<file path="src/hdl/spr_pkg.sv">
// ----------------------------------------------------------------------------
// spr_pkg
// Types, codes and reset values shared by the serial payload receiver.
// ----------------------------------------------------------------------------
package spr_pkg;

  // Default number of payload bytes between interim ACKs.
  localparam int ACK_INTERVAL_DEF = 64;

  // Input opcodes.
  localparam logic [1:0] OP_BYTE  = 2'd0;
  localparam logic [1:0] OP_TICK  = 2'd1;
  localparam logic [1:0] OP_START = 2'd2;

  // Session phases.
  localparam logic [2:0] PH_IDLE = 3'd0;
  localparam logic [2:0] PH_HUNT = 3'd1;
  localparam logic [2:0] PH_RECV = 3'd2;
  localparam logic [2:0] PH_EOT  = 3'd3;
  localparam logic [2:0] PH_DONE = 3'd4;
  localparam logic [2:0] PH_FAIL = 3'd5;

  // Transmit codes.
  localparam logic [1:0] TX_NONE = 2'd0;
  localparam logic [1:0] TX_ACK  = 2'd1;
  localparam logic [1:0] TX_NAK  = 2'd2;

  // Failure causes.
  localparam logic [1:0] FC_NONE     = 2'd0;
  localparam logic [1:0] FC_PREAMBLE = 2'd1;
  localparam logic [1:0] FC_BAD_SIZE = 2'd2;
  localparam logic [1:0] FC_IDLE     = 2'd3;

  // Framing bytes.
  localparam logic [7:0] BYTE_PRE0 = 8'h5A;
  localparam logic [7:0] BYTE_PRE1 = 8'hA5;
  localparam logic [7:0] BYTE_EOT  = 8'h04;

  // Configuration register indexes.
  localparam int CFG_IDX_W  = 3;
  localparam int CFG_DATA_W = 24;
  localparam logic [CFG_IDX_W-1:0] CFG_MAX_SIZE  = 3'd0;
  localparam logic [CFG_IDX_W-1:0] CFG_PRE_TMO   = 3'd1;
  localparam logic [CFG_IDX_W-1:0] CFG_IDLE_TMO  = 3'd2;
  localparam logic [CFG_IDX_W-1:0] CFG_EOT_WAIT  = 3'd3;
  localparam logic [CFG_IDX_W-1:0] CFG_SYNC_PER  = 3'd4;

  // Configuration reset values.
  localparam logic [23:0] RST_MAX_SIZE = 24'd500000;
  localparam logic [23:0] RST_PRE_TMO  = 24'd10000;
  localparam logic [23:0] RST_IDLE_TMO = 24'd5000;
  localparam logic [23:0] RST_EOT_WAIT = 24'd1000;
  localparam logic [15:0] RST_SYNC_PER = 16'd500;

  typedef struct packed {
    logic [23:0] max_payload_size;
    logic [23:0] preamble_timeout_ticks;
    logic [23:0] data_idle_timeout_ticks;
    logic [23:0] eot_wait_ticks;
    logic [15:0] sync_period_ticks;
  } cfg_t;

  typedef struct packed {
    logic [1:0] opcode;
    logic [7:0] rx_byte;
  } in_item_t;

  typedef struct packed {
    logic [1:0]  tx_code;
    logic        sync_request;
    logic        write_valid;
    logic [23:0] write_address;
    logic [7:0]  write_data;
    logic [2:0]  phase;
    logic [1:0]  fail_cause;
    logic [23:0] payload_size;
  } out_item_t;

endpackage

</file>
<file path="src/hdl/spr_cfg_regs.sv">
// ----------------------------------------------------------------------------
// spr_cfg_regs
// Configuration register file written through a plain indexed write port.
// ----------------------------------------------------------------------------
module spr_cfg_regs (
  input  logic                            clk,
  input  logic                            rst_n,
  input  logic                            cfg_we,
  input  logic [spr_pkg::CFG_IDX_W-1:0]   cfg_index,
  input  logic [spr_pkg::CFG_DATA_W-1:0]  cfg_wdata,
  output spr_pkg::cfg_t                   cfg
);

  spr_pkg::cfg_t cfg_r;
  spr_pkg::cfg_t cfg_nxt;

  always_comb begin
    cfg_nxt = cfg_r;
    if (cfg_we) begin
      unique case (cfg_index)
        spr_pkg::CFG_MAX_SIZE: cfg_nxt.max_payload_size        = cfg_wdata;
        spr_pkg::CFG_PRE_TMO:  cfg_nxt.preamble_timeout_ticks  = cfg_wdata;
        spr_pkg::CFG_IDLE_TMO: cfg_nxt.data_idle_timeout_ticks = cfg_wdata;
        spr_pkg::CFG_EOT_WAIT: cfg_nxt.eot_wait_ticks          = cfg_wdata;
        spr_pkg::CFG_SYNC_PER: cfg_nxt.sync_period_ticks       = cfg_wdata[15:0];
        default: ;
      endcase
    end
  end

  always_ff @(posedge clk) begin
    if (!rst_n) begin
      cfg_r.max_payload_size        <= spr_pkg::RST_MAX_SIZE;
      cfg_r.preamble_timeout_ticks  <= spr_pkg::RST_PRE_TMO;
      cfg_r.data_idle_timeout_ticks <= spr_pkg::RST_IDLE_TMO;
      cfg_r.eot_wait_ticks          <= spr_pkg::RST_EOT_WAIT;
      cfg_r.sync_period_ticks       <= spr_pkg::RST_SYNC_PER;
    end else begin
      cfg_r <= cfg_nxt;
    end
  end

  assign cfg = cfg_r;

endmodule

</file>
<file path="src/hdl/spr_session.sv">
// ----------------------------------------------------------------------------
// spr_session
// Session state and the single-pass step logic that turns one item into one result.
// ----------------------------------------------------------------------------
module spr_session #(
  parameter int ACK_INTERVAL = spr_pkg::ACK_INTERVAL_DEF
) (
  input  logic               clk,
  input  logic               rst_n,
  input  logic               step_en,
  input  spr_pkg::in_item_t  item,
  input  spr_pkg::cfg_t      cfg,
  output spr_pkg::out_item_t result
);

  localparam int AW = $clog2(ACK_INTERVAL + 1);

  logic [2:0]    phase_r,       phase_nxt;
  logic [2:0]    hdr_step_r,    hdr_step_nxt;
  logic [31:0]   size_shift_r,  size_shift_nxt;
  logic [23:0]   rcv_cnt_r,     rcv_cnt_nxt;
  logic [AW-1:0] ack_acc_r,     ack_acc_nxt;
  logic [23:0]   phase_ticks_r, phase_ticks_nxt;
  logic [15:0]   sync_ticks_r,  sync_ticks_nxt;
  logic [1:0]    fail_code_r,   fail_code_nxt;
  logic [23:0]   acc_size_r,    acc_size_nxt;

  logic [24:0]   ticks_inc;
  logic [16:0]   sync_inc;
  logic [31:0]   size_new;
  logic [23:0]   rcv_inc;
  logic [AW-1:0] ack_inc;
  logic          last_byte;

  assign ticks_inc = {1'b0, phase_ticks_r} + 25'd1;
  assign sync_inc  = {1'b0, sync_ticks_r} + 17'd1;
  assign size_new  = {item.rx_byte, size_shift_r[31:8]};
  assign rcv_inc   = rcv_cnt_r + 24'd1;
  assign ack_inc   = ack_acc_r + AW'(1);
  assign last_byte = (rcv_inc == acc_size_r);

  always_comb begin
    phase_nxt       = phase_r;
    hdr_step_nxt    = hdr_step_r;
    size_shift_nxt  = size_shift_r;
    rcv_cnt_nxt     = rcv_cnt_r;
    ack_acc_nxt     = ack_acc_r;
    phase_ticks_nxt = phase_ticks_r;
    sync_ticks_nxt  = sync_ticks_r;
    fail_code_nxt   = fail_code_r;
    acc_size_nxt    = acc_size_r;
    result          = '0;

    if (item.opcode == spr_pkg::OP_START) begin
      hdr_step_nxt    = '0;
      size_shift_nxt  = '0;
      rcv_cnt_nxt     = '0;
      ack_acc_nxt     = '0;
      phase_ticks_nxt = '0;
      sync_ticks_nxt  = '0;
      fail_code_nxt   = spr_pkg::FC_NONE;
      acc_size_nxt    = '0;
      if (cfg.preamble_timeout_ticks == 24'd0) begin
        phase_nxt     = spr_pkg::PH_FAIL;
        fail_code_nxt = spr_pkg::FC_PREAMBLE;
      end else begin
        phase_nxt           = spr_pkg::PH_HUNT;
        result.sync_request = 1'b1;
      end
    end else if (item.opcode == spr_pkg::OP_TICK) begin
      unique case (phase_r)
        spr_pkg::PH_HUNT: begin
          if (ticks_inc >= {1'b0, cfg.preamble_timeout_ticks}) begin
            phase_nxt     = spr_pkg::PH_FAIL;
            fail_code_nxt = spr_pkg::FC_PREAMBLE;
          end else begin
            phase_ticks_nxt = ticks_inc[23:0];
            if (sync_inc > {1'b0, cfg.sync_period_ticks}) begin
              result.sync_request = 1'b1;
              sync_ticks_nxt      = '0;
            end else begin
              sync_ticks_nxt = sync_inc[15:0];
            end
          end
        end
        spr_pkg::PH_RECV: begin
          if (ticks_inc > {1'b0, cfg.data_idle_timeout_ticks}) begin
            phase_nxt     = spr_pkg::PH_FAIL;
            fail_code_nxt = spr_pkg::FC_IDLE;
          end else begin
            phase_ticks_nxt = ticks_inc[23:0];
          end
        end
        spr_pkg::PH_EOT: begin
          if (ticks_inc >= {1'b0, cfg.eot_wait_ticks}) begin
            phase_nxt = spr_pkg::PH_DONE;
          end else begin
            phase_ticks_nxt = ticks_inc[23:0];
          end
        end
        default: ;
      endcase
    end else if (item.opcode == spr_pkg::OP_BYTE) begin
      unique case (phase_r)
        spr_pkg::PH_HUNT: begin
          case (hdr_step_r)
            3'd0: begin
              if (item.rx_byte == spr_pkg::BYTE_PRE0) begin
                hdr_step_nxt = 3'd1;
              end
            end
            3'd1: begin
              if (item.rx_byte == spr_pkg::BYTE_PRE1) begin
                hdr_step_nxt = 3'd2;
              end else if (item.rx_byte == spr_pkg::BYTE_PRE0) begin
                hdr_step_nxt = 3'd1;
              end else begin
                hdr_step_nxt = 3'd0;
              end
            end
            default: begin
              // Size bytes arrive least significant first.
              size_shift_nxt = size_new;
              if (hdr_step_r >= 3'd5) begin
                hdr_step_nxt = 3'd0;
                if (size_new == 32'd0 || size_new > {8'd0, cfg.max_payload_size}) begin
                  result.tx_code = spr_pkg::TX_NAK;
                  phase_nxt      = spr_pkg::PH_FAIL;
                  fail_code_nxt  = spr_pkg::FC_BAD_SIZE;
                end else begin
                  result.tx_code  = spr_pkg::TX_ACK;
                  acc_size_nxt    = size_new[23:0];
                  rcv_cnt_nxt     = '0;
                  ack_acc_nxt     = '0;
                  phase_ticks_nxt = '0;
                  phase_nxt       = spr_pkg::PH_RECV;
                end
              end else begin
                hdr_step_nxt = hdr_step_r + 3'd1;
              end
            end
          endcase
        end
        spr_pkg::PH_RECV: begin
          result.write_valid   = 1'b1;
          result.write_address = rcv_cnt_r;
          result.write_data    = item.rx_byte;
          rcv_cnt_nxt          = rcv_inc;
          ack_acc_nxt          = ack_inc;
          phase_ticks_nxt      = '0;
          if (ack_inc >= AW'(ACK_INTERVAL) || last_byte) begin
            result.tx_code = spr_pkg::TX_ACK;
            ack_acc_nxt    = '0;
          end
          if (last_byte) begin
            phase_nxt = (cfg.eot_wait_ticks == 24'd0) ? spr_pkg::PH_DONE : spr_pkg::PH_EOT;
          end
        end
        spr_pkg::PH_EOT: begin
          if (item.rx_byte == spr_pkg::BYTE_EOT) begin
            phase_nxt = spr_pkg::PH_DONE;
          end
        end
        default: ;
      endcase
    end

    result.phase        = phase_nxt;
    result.fail_cause   = fail_code_nxt;
    result.payload_size = acc_size_nxt;
  end

  always_ff @(posedge clk) begin
    if (!rst_n) begin
      phase_r       <= spr_pkg::PH_IDLE;
      hdr_step_r    <= '0;
      size_shift_r  <= '0;
      rcv_cnt_r     <= '0;
      ack_acc_r     <= '0;
      phase_ticks_r <= '0;
      sync_ticks_r  <= '0;
      fail_code_r   <= spr_pkg::FC_NONE;
      acc_size_r    <= '0;
    end else if (step_en) begin
      phase_r       <= phase_nxt;
      hdr_step_r    <= hdr_step_nxt;
      size_shift_r  <= size_shift_nxt;
      rcv_cnt_r     <= rcv_cnt_nxt;
      ack_acc_r     <= ack_acc_nxt;
      phase_ticks_r <= phase_ticks_nxt;
      sync_ticks_r  <= sync_ticks_nxt;
      fail_code_r   <= fail_code_nxt;
      acc_size_r    <= acc_size_nxt;
    end
  end

endmodule

</file>
<file path="src/hdl/serial_payload_receiver.sv">
// ----------------------------------------------------------------------------
// serial_payload_receiver
// Serial boot upload receiver: preamble and size hunt, payload write-out, ACK/NAK.
// ----------------------------------------------------------------------------
// Each input beat (a received byte, a millisecond tick or a start command)
// produces exactly one result beat. An item passes through an input register,
// one pass of step logic that also updates the session state, and a result
// register, so a result is presented once its beat has moved from the input
// register into the result register. A new beat can be accepted in every cycle
// while out_ready stays high. The result register lets the next beat be taken
// in the cycle the current result is handed off. While a result is held, the
// input register keeps at most one further beat, and in_ready is low for as
// long as both registers are full and out_ready is low. The sustained rate is
// one beat per cycle while out_ready stays high, set by the session state update.
// Configuration registers are written at once through cfg_we and must be
// changed only while no beat is in flight. There is no clearing pass after
// reset.
module serial_payload_receiver #(
  parameter int ACK_INTERVAL = spr_pkg::ACK_INTERVAL_DEF
) (
  input  logic                            clk,
  input  logic                            rst_n,
  // Input channel.
  input  logic                            in_valid,
  output logic                            in_ready,
  input  spr_pkg::in_item_t               in_data,
  // Result channel.
  output logic                            out_valid,
  input  logic                            out_ready,
  output spr_pkg::out_item_t              out_data,
  // Configuration write port.
  input  logic                            cfg_we,
  input  logic [spr_pkg::CFG_IDX_W-1:0]   cfg_index,
  input  logic [spr_pkg::CFG_DATA_W-1:0]  cfg_wdata
);

  // Input register stage.
  logic               in_valid_r;
  spr_pkg::in_item_t  in_data_r;

  // Result register stage.
  logic               out_valid_r;
  spr_pkg::out_item_t out_data_r;

  spr_pkg::cfg_t      cfg;
  spr_pkg::out_item_t step_result;

  // The result register can load when it is empty or being drained now.
  logic out_load;
  // The held input beat moves through the step logic this cycle.
  logic step_en;

  assign out_load = !out_valid_r || out_ready;
  assign step_en  = in_valid_r && out_load;
  assign in_ready = !in_valid_r || step_en;

  spr_cfg_regs u_cfg (
    .clk       (clk),
    .rst_n     (rst_n),
    .cfg_we    (cfg_we),
    .cfg_index (cfg_index),
    .cfg_wdata (cfg_wdata),
    .cfg       (cfg)
  );

  // The session state advances only when the step result is captured, so a
  // stalled beat is evaluated against unchanged state until it moves on.
  spr_session #(
    .ACK_INTERVAL (ACK_INTERVAL)
  ) u_session (
    .clk     (clk),
    .rst_n   (rst_n),
    .step_en (step_en),
    .item    (in_data_r),
    .cfg     (cfg),
    .result  (step_result)
  );

  always_ff @(posedge clk) begin
    if (!rst_n) begin
      in_valid_r <= 1'b0;
    end else if (in_ready) begin
      in_valid_r <= in_valid;
    end
  end

  always_ff @(posedge clk) begin
    if (in_ready && in_valid) begin
      in_data_r <= in_data;
    end
  end

  always_ff @(posedge clk) begin
    if (!rst_n) begin
      out_valid_r <= 1'b0;
    end else if (out_load) begin
      out_valid_r <= in_valid_r;
    end
  end

  always_ff @(posedge clk) begin
    if (step_en) begin
      out_data_r <= step_result;
    end
  end

  assign out_valid = out_valid_r;
  assign out_data  = out_data_r;

endmodule

</file>
<file path="config.mk">
export PLATFORM = sky130hd
export DESIGN_NAME = serial_payload_receiver
export DESIGN_NICKNAME = d
export VERILOG_FILES = /design/src/hdl/spr_pkg.sv /design/src/hdl/spr_cfg_regs.sv /design/src/hdl/spr_session.sv /design/src/hdl/serial_payload_receiver.sv
export SDC_FILE = /design/constraint.sdc
export NUM_CORES = 1
export LEC_CHECK = 0
export BUFFER_PORTS_ARGS = -buffer_cell sky130_fd_sc_hd__buf_2
export CAP_MARGIN = 20
export CORE_ASPECT_RATIO = 0.6
export CORE_UTILIZATION = 35
export DETAILED_ROUTE_END_ITERATION = 8
export PLACE_DENSITY = 0.52
export SYNTH_ARGS = -nofsm -noshare
export SYNTH_HDL_FRONTEND = slang
export SYNTH_SLANG_ARGS = --single-unit
export TNS_END_PERCENT = 1
</file>
<file path="constraint.sdc">
create_clock -name clk -period 5.25 [get_ports clk]
set_input_delay 0.7875 -clock clk [delete_from_list [all_inputs] [get_ports clk]]
set_output_delay 0.7875 -clock clk [all_outputs]
set_load 0.03 [all_outputs]
</file>
# Word-level counts from Yosys, hierarchy flattened
# Cells that the tools add are included.
# totals
wordCells,188
out_inout_bits,67
regBits,324
# classes
mux,87
bitwise_logic,2
n_reduce_logical,34
order_cmp,7
eq_ne,27
add_sub_neg,5
# op_table
op,count
two-way mux 24 bit,19
two-way mux 32 bit,5
one-hot mux 24 bit (2 select lines),2
two-way mux 16 bit,5
one-hot mux 24 bit (3 select lines),1
two-way mux 3 bit,20
greater-or-equal comparator 25 x 24 -> 1 bit,2
two-way mux 7 bit,7
zero test 24 bit,2
two-way mux 33 bit,1
greater-than comparator 32 x 24 -> 1 bit,1
zero test 32 bit,1
adder 24 x 1 -> 25 bit (second input constant),1
greater-than comparator 25 x 24 -> 1 bit,1
adder 24 x 1 -> 24 bit (second input constant),1
equality test 24 bit,1
two-way mux 2 bit,12
one-hot mux 3 bit (3 select lines),2
adder 16 x 1 -> 17 bit (second input constant),1
greater-than comparator 17 x 16 -> 1 bit,1
one-hot mux 7 bit (2 select lines),1
equality test 3 x 2 -> 1 bit (second input constant),4
!= test 4 x 3 -> 1 bit (second input constant),3
AND reduction 10 bit,1
other kinds (35),67

# Depth between registers and ports, before layout
# Gate-level depths: netlist of the first run.
# logic_depth
depth_word,9
depth_mapped,20
mapped_depth_nobuf,17

# Modules after synthesis
# Synthesis of the first run repeated with hierarchy kept, for this count alone.
# hier_totals
hier_cells,1943
hier_area_um2,17666.9
# modules_own_cells
module,seq_area_each_um2,cells_per_inst,instances,area_each_um2
spr_session,2542.4,1449,1,10974.3
spr_cfg_regs,2242.2,410,1,4336.7
serial_payload_receiver,2292.2,84,1,2356.0

# Worst setup path after synthesis of the first run
# OpenSTA, ideal clock, no wires.
# synth_timing
kind,flip-flop to flip-flop
start,register u_session.phase_ticks_r[2]
end,register u_session.phase_ticks_r[13]
path_stages_with_launch,21
setup_slack_ps,830
period_less_slack_ps,4420
setup_ps,101
t_arrival_ps,4319
required_time_ps,5149
path_cell_list,dfxtp_1 nand3_1 nor4_4 nand3_1 or2_1 clkbuf_1 or3_1 clkbuf_1 nor2_1 xor2_1 ha_1 nand3_1 nor4bb_1 a221o_1 a41oi_1 o2111a_1 nor2_1 o21ai_0 clkbuf_1 nand2_1 o41ai_1
# synth_via
elab_chain_len,5
elab_cells_between_ends,14
# synth_lines
element,line_no,rtl
start: declaration,spr_session.sv:23,"logic [23:0] phase_ticks_r, phase_ticks_nxt;"
start signal: assignment,spr_session.sv:190,phase_ticks_r <= phase_ticks_nxt;
adder 24 x 1 -> 25 bit (*),spr_session.sv:35,"assign ticks_inc = {1'b0, phase_ticks_r} + 25'd1;"
"parallel branches: the longest is 4 deep, another holds greater-than comparator 25 x 24 -> 1 bit",--,
# Mark *: on every way between the ends. The select of a mux whose other input is x is not followed.
# A chain may end at the register's enable or synchronous reset.

# Worst setup path in the final report of the first run
# layout_timing
start,register u_session.phase_ticks_r[6]
end,register u_session.phase_ticks_r[9]
# The elaborated chain is that of the path after synthesis.

==> results_dict.tcl, run 1 <==
set metrics [dict create \
    status "finished, final reports clean" \
    fillers 4909 \
    avgViaCountPerCell 5.549 \
    rr_startpoint "u_session.phase_ticks_r[6]" \
    leakage_nw 7.395 \
    cts_tree "done" \
    synth.most_common_cell "nand2_1" \
    gp_congestion 0.9386 \
    critPathMaxFanout 8 \
    die-width_um 288.2 \
    endpoint "u_session.phase_ticks_r[9]" \
    clk_path_buf_depth 3 \
    layout-drive-gt1-share_pct 11.42 \
    regArea_um2 7079 \
    synth-simple-area-share_pct 22.03 \
    yosysTopAreaCell "dfxtp_1" \
    fin_crit_sh_pct 92.62 \
    grt_pass1_wl_mm 87.62 \
    hold_viol_final 0 \
    coreArea_um2 48170 \
    die_area_um2 50060 \
    rsz0062_at_grt "no" \
    detail-route-antenna-nets 0 \
    clock_skew_ns 0.02055 \
    clock_latency_ns 0.55 \
    dp_slack_ns 0.2954 \
    avgSynthCellArea_um2 8.349 \
    fin_setup_tns_ns 0 \
    synth_mux_area_share_pct 0.3128 \
    nets 2297 \
    critPathKind "reg -> reg" \
    final_max_slew_viol_count 0 \
    syn_nets 2225 \
    synthCells 2060 \
    timing.final.ws_setup_ns 0.3872 \
    synth_area_leaders "dfxtp_1 (28%), edfxtp_1 (13%), ha_1 (8.9%), nand2_1 (8.1%), a21oi_1 (5.8%)" \
    cap_violations 0 \
    yosys.area_share.adder_pct 8.948 \
    peakVddDrop_mv 0.2147 \
    ys_warn_count 0 \
    period_needed_ns 4.863 \
    drt-wirelength-per-cell_um 20.61 \
    cts.sinks 316 \
    max_freq_ghz 0.2056 \
    tightest_slew_ns 1.072 \
    seq_area_frac_synth_pct 41.15 \
    overflow 0 \
    synthFlopType "dfxtp_1" \
    rr_worst_depth 18 \
    cts_made_buffers 34 \
    fin_cells 2796 \
    clockRootBuffer "clkbuf_16" \
    setup_viol 0 \
    track_usage_pct 22.81 \
    power_density_nw_per_um2 276.9 \
    multi_input_area_um2 9181 \
    synth_compound_area_share_pct 18.33 \
    crit_arrival_ns 5.29 \
    startpoint "u_session.phase_ticks_r[6]" \
    die_h_um 173.7 \
    first_iter_violations 1505 \
    start_kind "flip-flop" \
    r2r_end "u_session.phase_ticks_r[9]" \
    synth_area_um2 17200 \
    first_pass_iters 8 \
    yosys-top-cells-count "nand2_1 (370), dfxtp_1 (241), a21oi_1 (201), inv_1 (134), ha_1 (123)" \
    synth_edf_count 75 \
    ff2ff_setup_slack_ns 0.39 \
    grt_start_max_net_pins 86 \
    via_count 15520 \
    ys_ff_latch 316 \
    cp-end-kind "flip-flop" \
    async_flop_share_pct 0 \
    ios 109 \
    drc 0 \
    syn_to_final_growth_pct 14.04 \
    wl_mm 57.63 \
    hold_path.class "in -> reg" \
    crit_required_ns 5.68 \
    synth_cell_types 90 \
    synth-xor-area-share_pct 3.492 \
    place_inst 2734 \
    grt_pass1_vias 14270 \
    antenna_found_initial 0 \
    maxSlewHeadroom_pct 27.95 \
    place_hpwl_mm 42.54 \
    clkSlewWorstSetupHoldPaths_ns 0.06 \
    synth_top_family_by_area "simple AND/OR/NAND/NOR gates" \
    initial_utilization_pct 35.70 \
    row_count 62 \
    io_buffers 108 \
    ctsHtreeMaxLevel 2 \
    synth.top_cell.area_share_pct 28.05 \
]
## worst max-delay path: stages (launching register included)
cell and delay, ns:
dfxtp_1 0.40, nand3_1 0.21, nor4_4 0.32, nand3_1 0.18, or2_1 0.31, or3_4 0.39
xnor2_1 0.45, ha_1 0.35, nand4_1 0.13, nor4_1 0.07, a221oi_1 0.34, o22ai_1 0.14
nor2_1 0.17, o21ai_0 0.16, buf_4 0.17, o21ai_1 0.21, buf_4 0.22, nand2_1 0.14
o41ai_1 0.38
## kinds of logic after synthesis
kind of cell,count (synthesis)
mux,5
compound gates,497
simple gates,798
flops,316
fa+ha+maj,123
buf+inv,254
xor+xnor,67
## flip-flops by register name (all words and copies together), names as in the netlist
name and cells:
u_session.rcv_cnt_r 24, u_session.size_shift_r 24, u_cfg.cfg 112, u_session.phase_ticks_r 24, in_valid_r 1, in_data_r 10
u_session.acc_size_r 24, u_session.fail_code_r 2, u_session.phase_r 3, u_session.sync_ticks_r 16, out_data 65, u_session.ack_acc_r 7
out_valid 1, u_session.hdr_step_r 3
## power breakdown
part           total [mW]  internal [mW]  switching, mW  leakage, nW
Clock                2.48           1.44           1.05        0.552
Sequential           2.57           2.54         0.0336         2.65
Combinational       0.373         0.0941          0.279         4.19
Total                5.43           4.07           1.36         7.39
## layout make-up
class	instances	share of cell area, %
repair buffers	154	4.657
inverters	136	2.622
clock inverters	9	0.5996
clock buffers	50	5.122
multi-input cells	1490	46.81
well taps	640	4.083
flip-flops and latches	316	36.09
diodes	1	0.01276
## stage by stage
step                      total power [mW]  util (%)  area [um^2]  hold WS [ns]
final                                5.431     40.71        19610        0.4238
after global routing                 5.631     40.71        19610        0.4032
after CTS                            5.481     40.59        19550        0.3997
after detailed placement             2.997     38.26        18430        0.4474
after global placement               2.993     38.26        18430        0.4442
after floorplan                      2.845         -        17200        0.4363
## layer usage
metal	vias to the layer above	track usage (%)	wire length, um
li1	7475	-	-
met1	7423	36.38	29270
met2	561	30.97	22580
met3	57	4.855	5049
met4	0	3.726	738
met5	-	0	0
## timing repair
action,CTS,global route
setup buffers,0,0
hold buffers,0,0
endpoints found under the setup margin,0,25
resized for setup,0,7
## layout by cell type, fill, tap and decap left out, drive strengths merged, types with 5 or more instances in the layout
master  netlist  final
o211ai       44     44
nand2b        8      8
a31o          7      7
a211oi       16     16
a221oi        5      5
nand2       371    371
a21o          5      5
clkbuf       95     51
o21a         16     16
and2         35     35
and3         26     26
o21ai        76     76
a21boi        7      7
nor2        113    113
o311ai        6      6
a32o          6      6
mux2i         5      5
buf          23    153
a22oi        25     25
ha          123    123
nor2b        12     12
nand4        46     46
xnor2        36     36
nor3         38     38
and4         11     11
or3           7      7
a311oi        6      6
dfxtp       241    241
a21oi       201    201
clkinv        1      7
xor2         30     30
a41oi         7      7
edfxtp       75     75
a31oi        28     28
nor4         34     34
inv         135    136
o31ai         6      6
nand3        81     81
## how the worst min path moves through the flow
stage,from,end,cells after the start
3_3_place_gp,u_cfg.cfg[55],u_cfg.cfg[55],2
5_1_grt,in_data[5],in_data_r[5],1
2_1_floorplan,u_cfg.cfg[100],u_cfg.cfg[100],2
6_report,in_data[5],in_data_r[5],1
3_5_place_dp,u_cfg.cfg[60],u_cfg.cfg[60],2
4_1_cts,in_data[5],in_data_r[5],1
Power figures use the tool's default switching activity.
==> inputs of run 2 (changes only) <==
Settings changed: CAP_MARGIN 20 to 15, CTS_BUF_LIST set to sky130_fd_sc_hd__clkbuf_8 sky130_fd_sc_hd__clkbuf_16.
==> run 2 against run 1 <==
Effect of this change: clock-buffer cell count decreased by 10; fmax increased by 0.12%; highest routed layer unchanged; core utilization decreased by 0.052 points.
==> results_dict.tcl, run 2 (synthesis gave the netlist of run 1 again) <==
set metrics [dict create \
    holdPathStages 1 \
    ctsHtreeMaxLevel 2 \
    tightest_slew_ns 1.128 \
    hold_viol_final 0 \
    grt_pass1_wl_mm 87.62 \
    io_buffers 108 \
    leakage_nw 7.425 \
    place_inst 2734 \
    use_met3_pct 4.855 \
    overflow 0 \
    cts_made_buffers 34 \
    status "finished, final reports clean" \
    rsz0062_at_grt "no" \
    critPathKind "reg -> reg" \
    final_common_cell "nand2_1" \
    place_hpwl_mm 42.54 \
    crit_required_ns 5.68 \
    fin_setup_tns_ns 0 \
    max_freq_ghz 0.2059 \
    ff2ff_setup_slack_ns 0.39 \
    gp_congestion 0.9386 \
    period_needed_ns 4.857 \
    grt_start_max_net_pins 86 \
    wl_mm 57.65 \
    grt_pass1_vias 14270 \
    initial_utilization_pct 35.70 \
    r2r_end "u_session.phase_ticks_r[9]" \
    fin_cells 2795 \
    critPathMaxFanout 8 \
    row_count 62 \
    via_count 15470 \
    fillers 4911 \
    p_total_mw 5.414 \
    layout-drive-gt1-share_pct 11.37 \
    maxSlewHeadroom_pct 24.83 \
    nets 2296 \
    clock_skew_ns 0.02116 \
    avgViaCountPerCell 5.533 \
    first_iter_violations 1431 \
    clkSlewWorstSetupHoldPaths_ns 0.06 \
    peakVddDrop_mv 0.2138 \
    drc 0 \
    grt_use_met2_pct 30.98 \
    whs_endpoint "in_data_r[5]" \
    hold_path.class "in -> reg" \
    most-common-layout-cells "nand2_1 (370), dfxtp_1 (239), a21oi_1 (201)" \
    final_max_slew_viol_count 0 \
    drt-wirelength-per-cell_um 20.63 \
    crit_arrival_ns 5.28 \
    track_usage_pct 22.81 \
    fin_crit_sh_pct 92.52 \
    rr_worst_depth 18 \
    setup_viol 0 \
    ios 109 \
    cp-end-kind "flip-flop" \
    syn_to_final_growth_pct 13.90 \
    clk_path_buf_depth 3 \
    cts.sinks 316 \
    top_usage_layer "met1" \
    globalRouteMet1Util_pct 36.37 \
    rr_startpoint "u_session.phase_ticks_r[6]" \
    antenna_found_initial 0 \
    largest_register_ffs 112 \
    clock_latency_ns 0.55 \
    die_area_um2 50060 \
    hp-start "in_data[5]" \
    cap_violations 0 \
    start_kind "flip-flop" \
    die_h_um 173.7 \
    cts_setup_buffers 0 \
    cts_tree "done" \
    detail-route-antenna-nets 0 \
    first_pass_iters 8 \
    clockRootBuffer "clkbuf_16" \
    power_density_nw_per_um2 276.4 \
    coreArea_um2 48170 \
    die-width_um 288.2 \
]
run 2: cell count changes in the layout (fill, tap and decap cells not counted):
cell	before	now
clkbuf_1	10	0
inv_1	132	142
clkbuf_16	38	37
run 2: metal layers:
metal | part of all wire (%) | vias up
li1 | - | 7462
met1 | 52 | 7445
met2 | 39 | 504
met3 | 7.5 | 55
met4 | 1.3 | 0
met5 | 0 | -
run 2: critical path, stage by stage (launching register included):
cell      delay [ns]
dfxtp_1         0.41
nand3_1         0.21
nor4_4          0.32
nand3_1         0.18
or2_1           0.31
or3_4           0.39
xnor2_1         0.44
ha_1            0.34
nand4_1         0.13
nor4_1          0.07
a221oi_1        0.34
o22ai_1         0.14
nor2_1          0.17
o21ai_0         0.16
buf_4           0.17
o21ai_1         0.21
buf_4           0.21
nand2_1         0.14
o41ai_1         0.38
run 2: what timing repair did:
item,4_1_cts,5_1_grt
resized for setup,0,7
hold endpoints to repair,0,0
hold buffers,0,0
endpoints found under the setup margin,0,25
run 2: final cells by class:
class | instances | area (um^2) | area share, %
multi-input cells | 1490 | 9181 | 46.87
flip-flops and latches | 316 | 7079 | 36.14
clock buffers | 40 | 967.2 | 4.937
repair buffers | 153 | 888.4 | 4.535
well taps | 640 | 800.8 | 4.088
inverters | 136 | 514.2 | 2.625
clock inverters | 19 | 155.1 | 0.7920
diodes | 1 | 2.502 | 0.01277
run 2: per-stage QoR:
stage / instance area, um^2 / hold slack [ns] / setup WS (ns) / util [%]
6_report: 19590 / 0.4259 / 0.3928 / 40.66
5_1_grt: 19590 / 0.4032 / 0.08351 / 40.66
4_1_cts: 19550 / 0.3997 / 0.2476 / 40.59
3_5_place_dp: 18430 / 0.4474 / 0.2954 / 38.26
3_3_place_gp: 18430 / 0.4442 / 0.4010 / 38.26
2_1_floorplan: 17200 / 0.4363 / 0.8301 / -
run 2: worst max path at each step:
stage,cells past startpoint,end,start
2_1_floorplan,20,u_session.phase_ticks_r[13],u_session.phase_ticks_r[2]
3_3_place_gp,19,u_session.phase_ticks_r[13],u_session.phase_ticks_r[2]
3_5_place_dp,19,u_session.phase_ticks_r[9],u_session.phase_ticks_r[2]
4_1_cts,19,u_session.phase_ticks_r[9],u_session.phase_ticks_r[2]
5_1_grt,19,u_session.phase_ticks_r[9],u_session.phase_ticks_r[6]
6_report,18,u_session.phase_ticks_r[9],u_session.phase_ticks_r[6]
run 2: power by group:
part | internal, mW | switching [mW] | leakage (nW)
Combinational | 0.0933 | 0.280 | 4.18
Clock | 1.42 | 1.05 | 0.593
Sequential | 2.54 | 0.0336 | 2.65
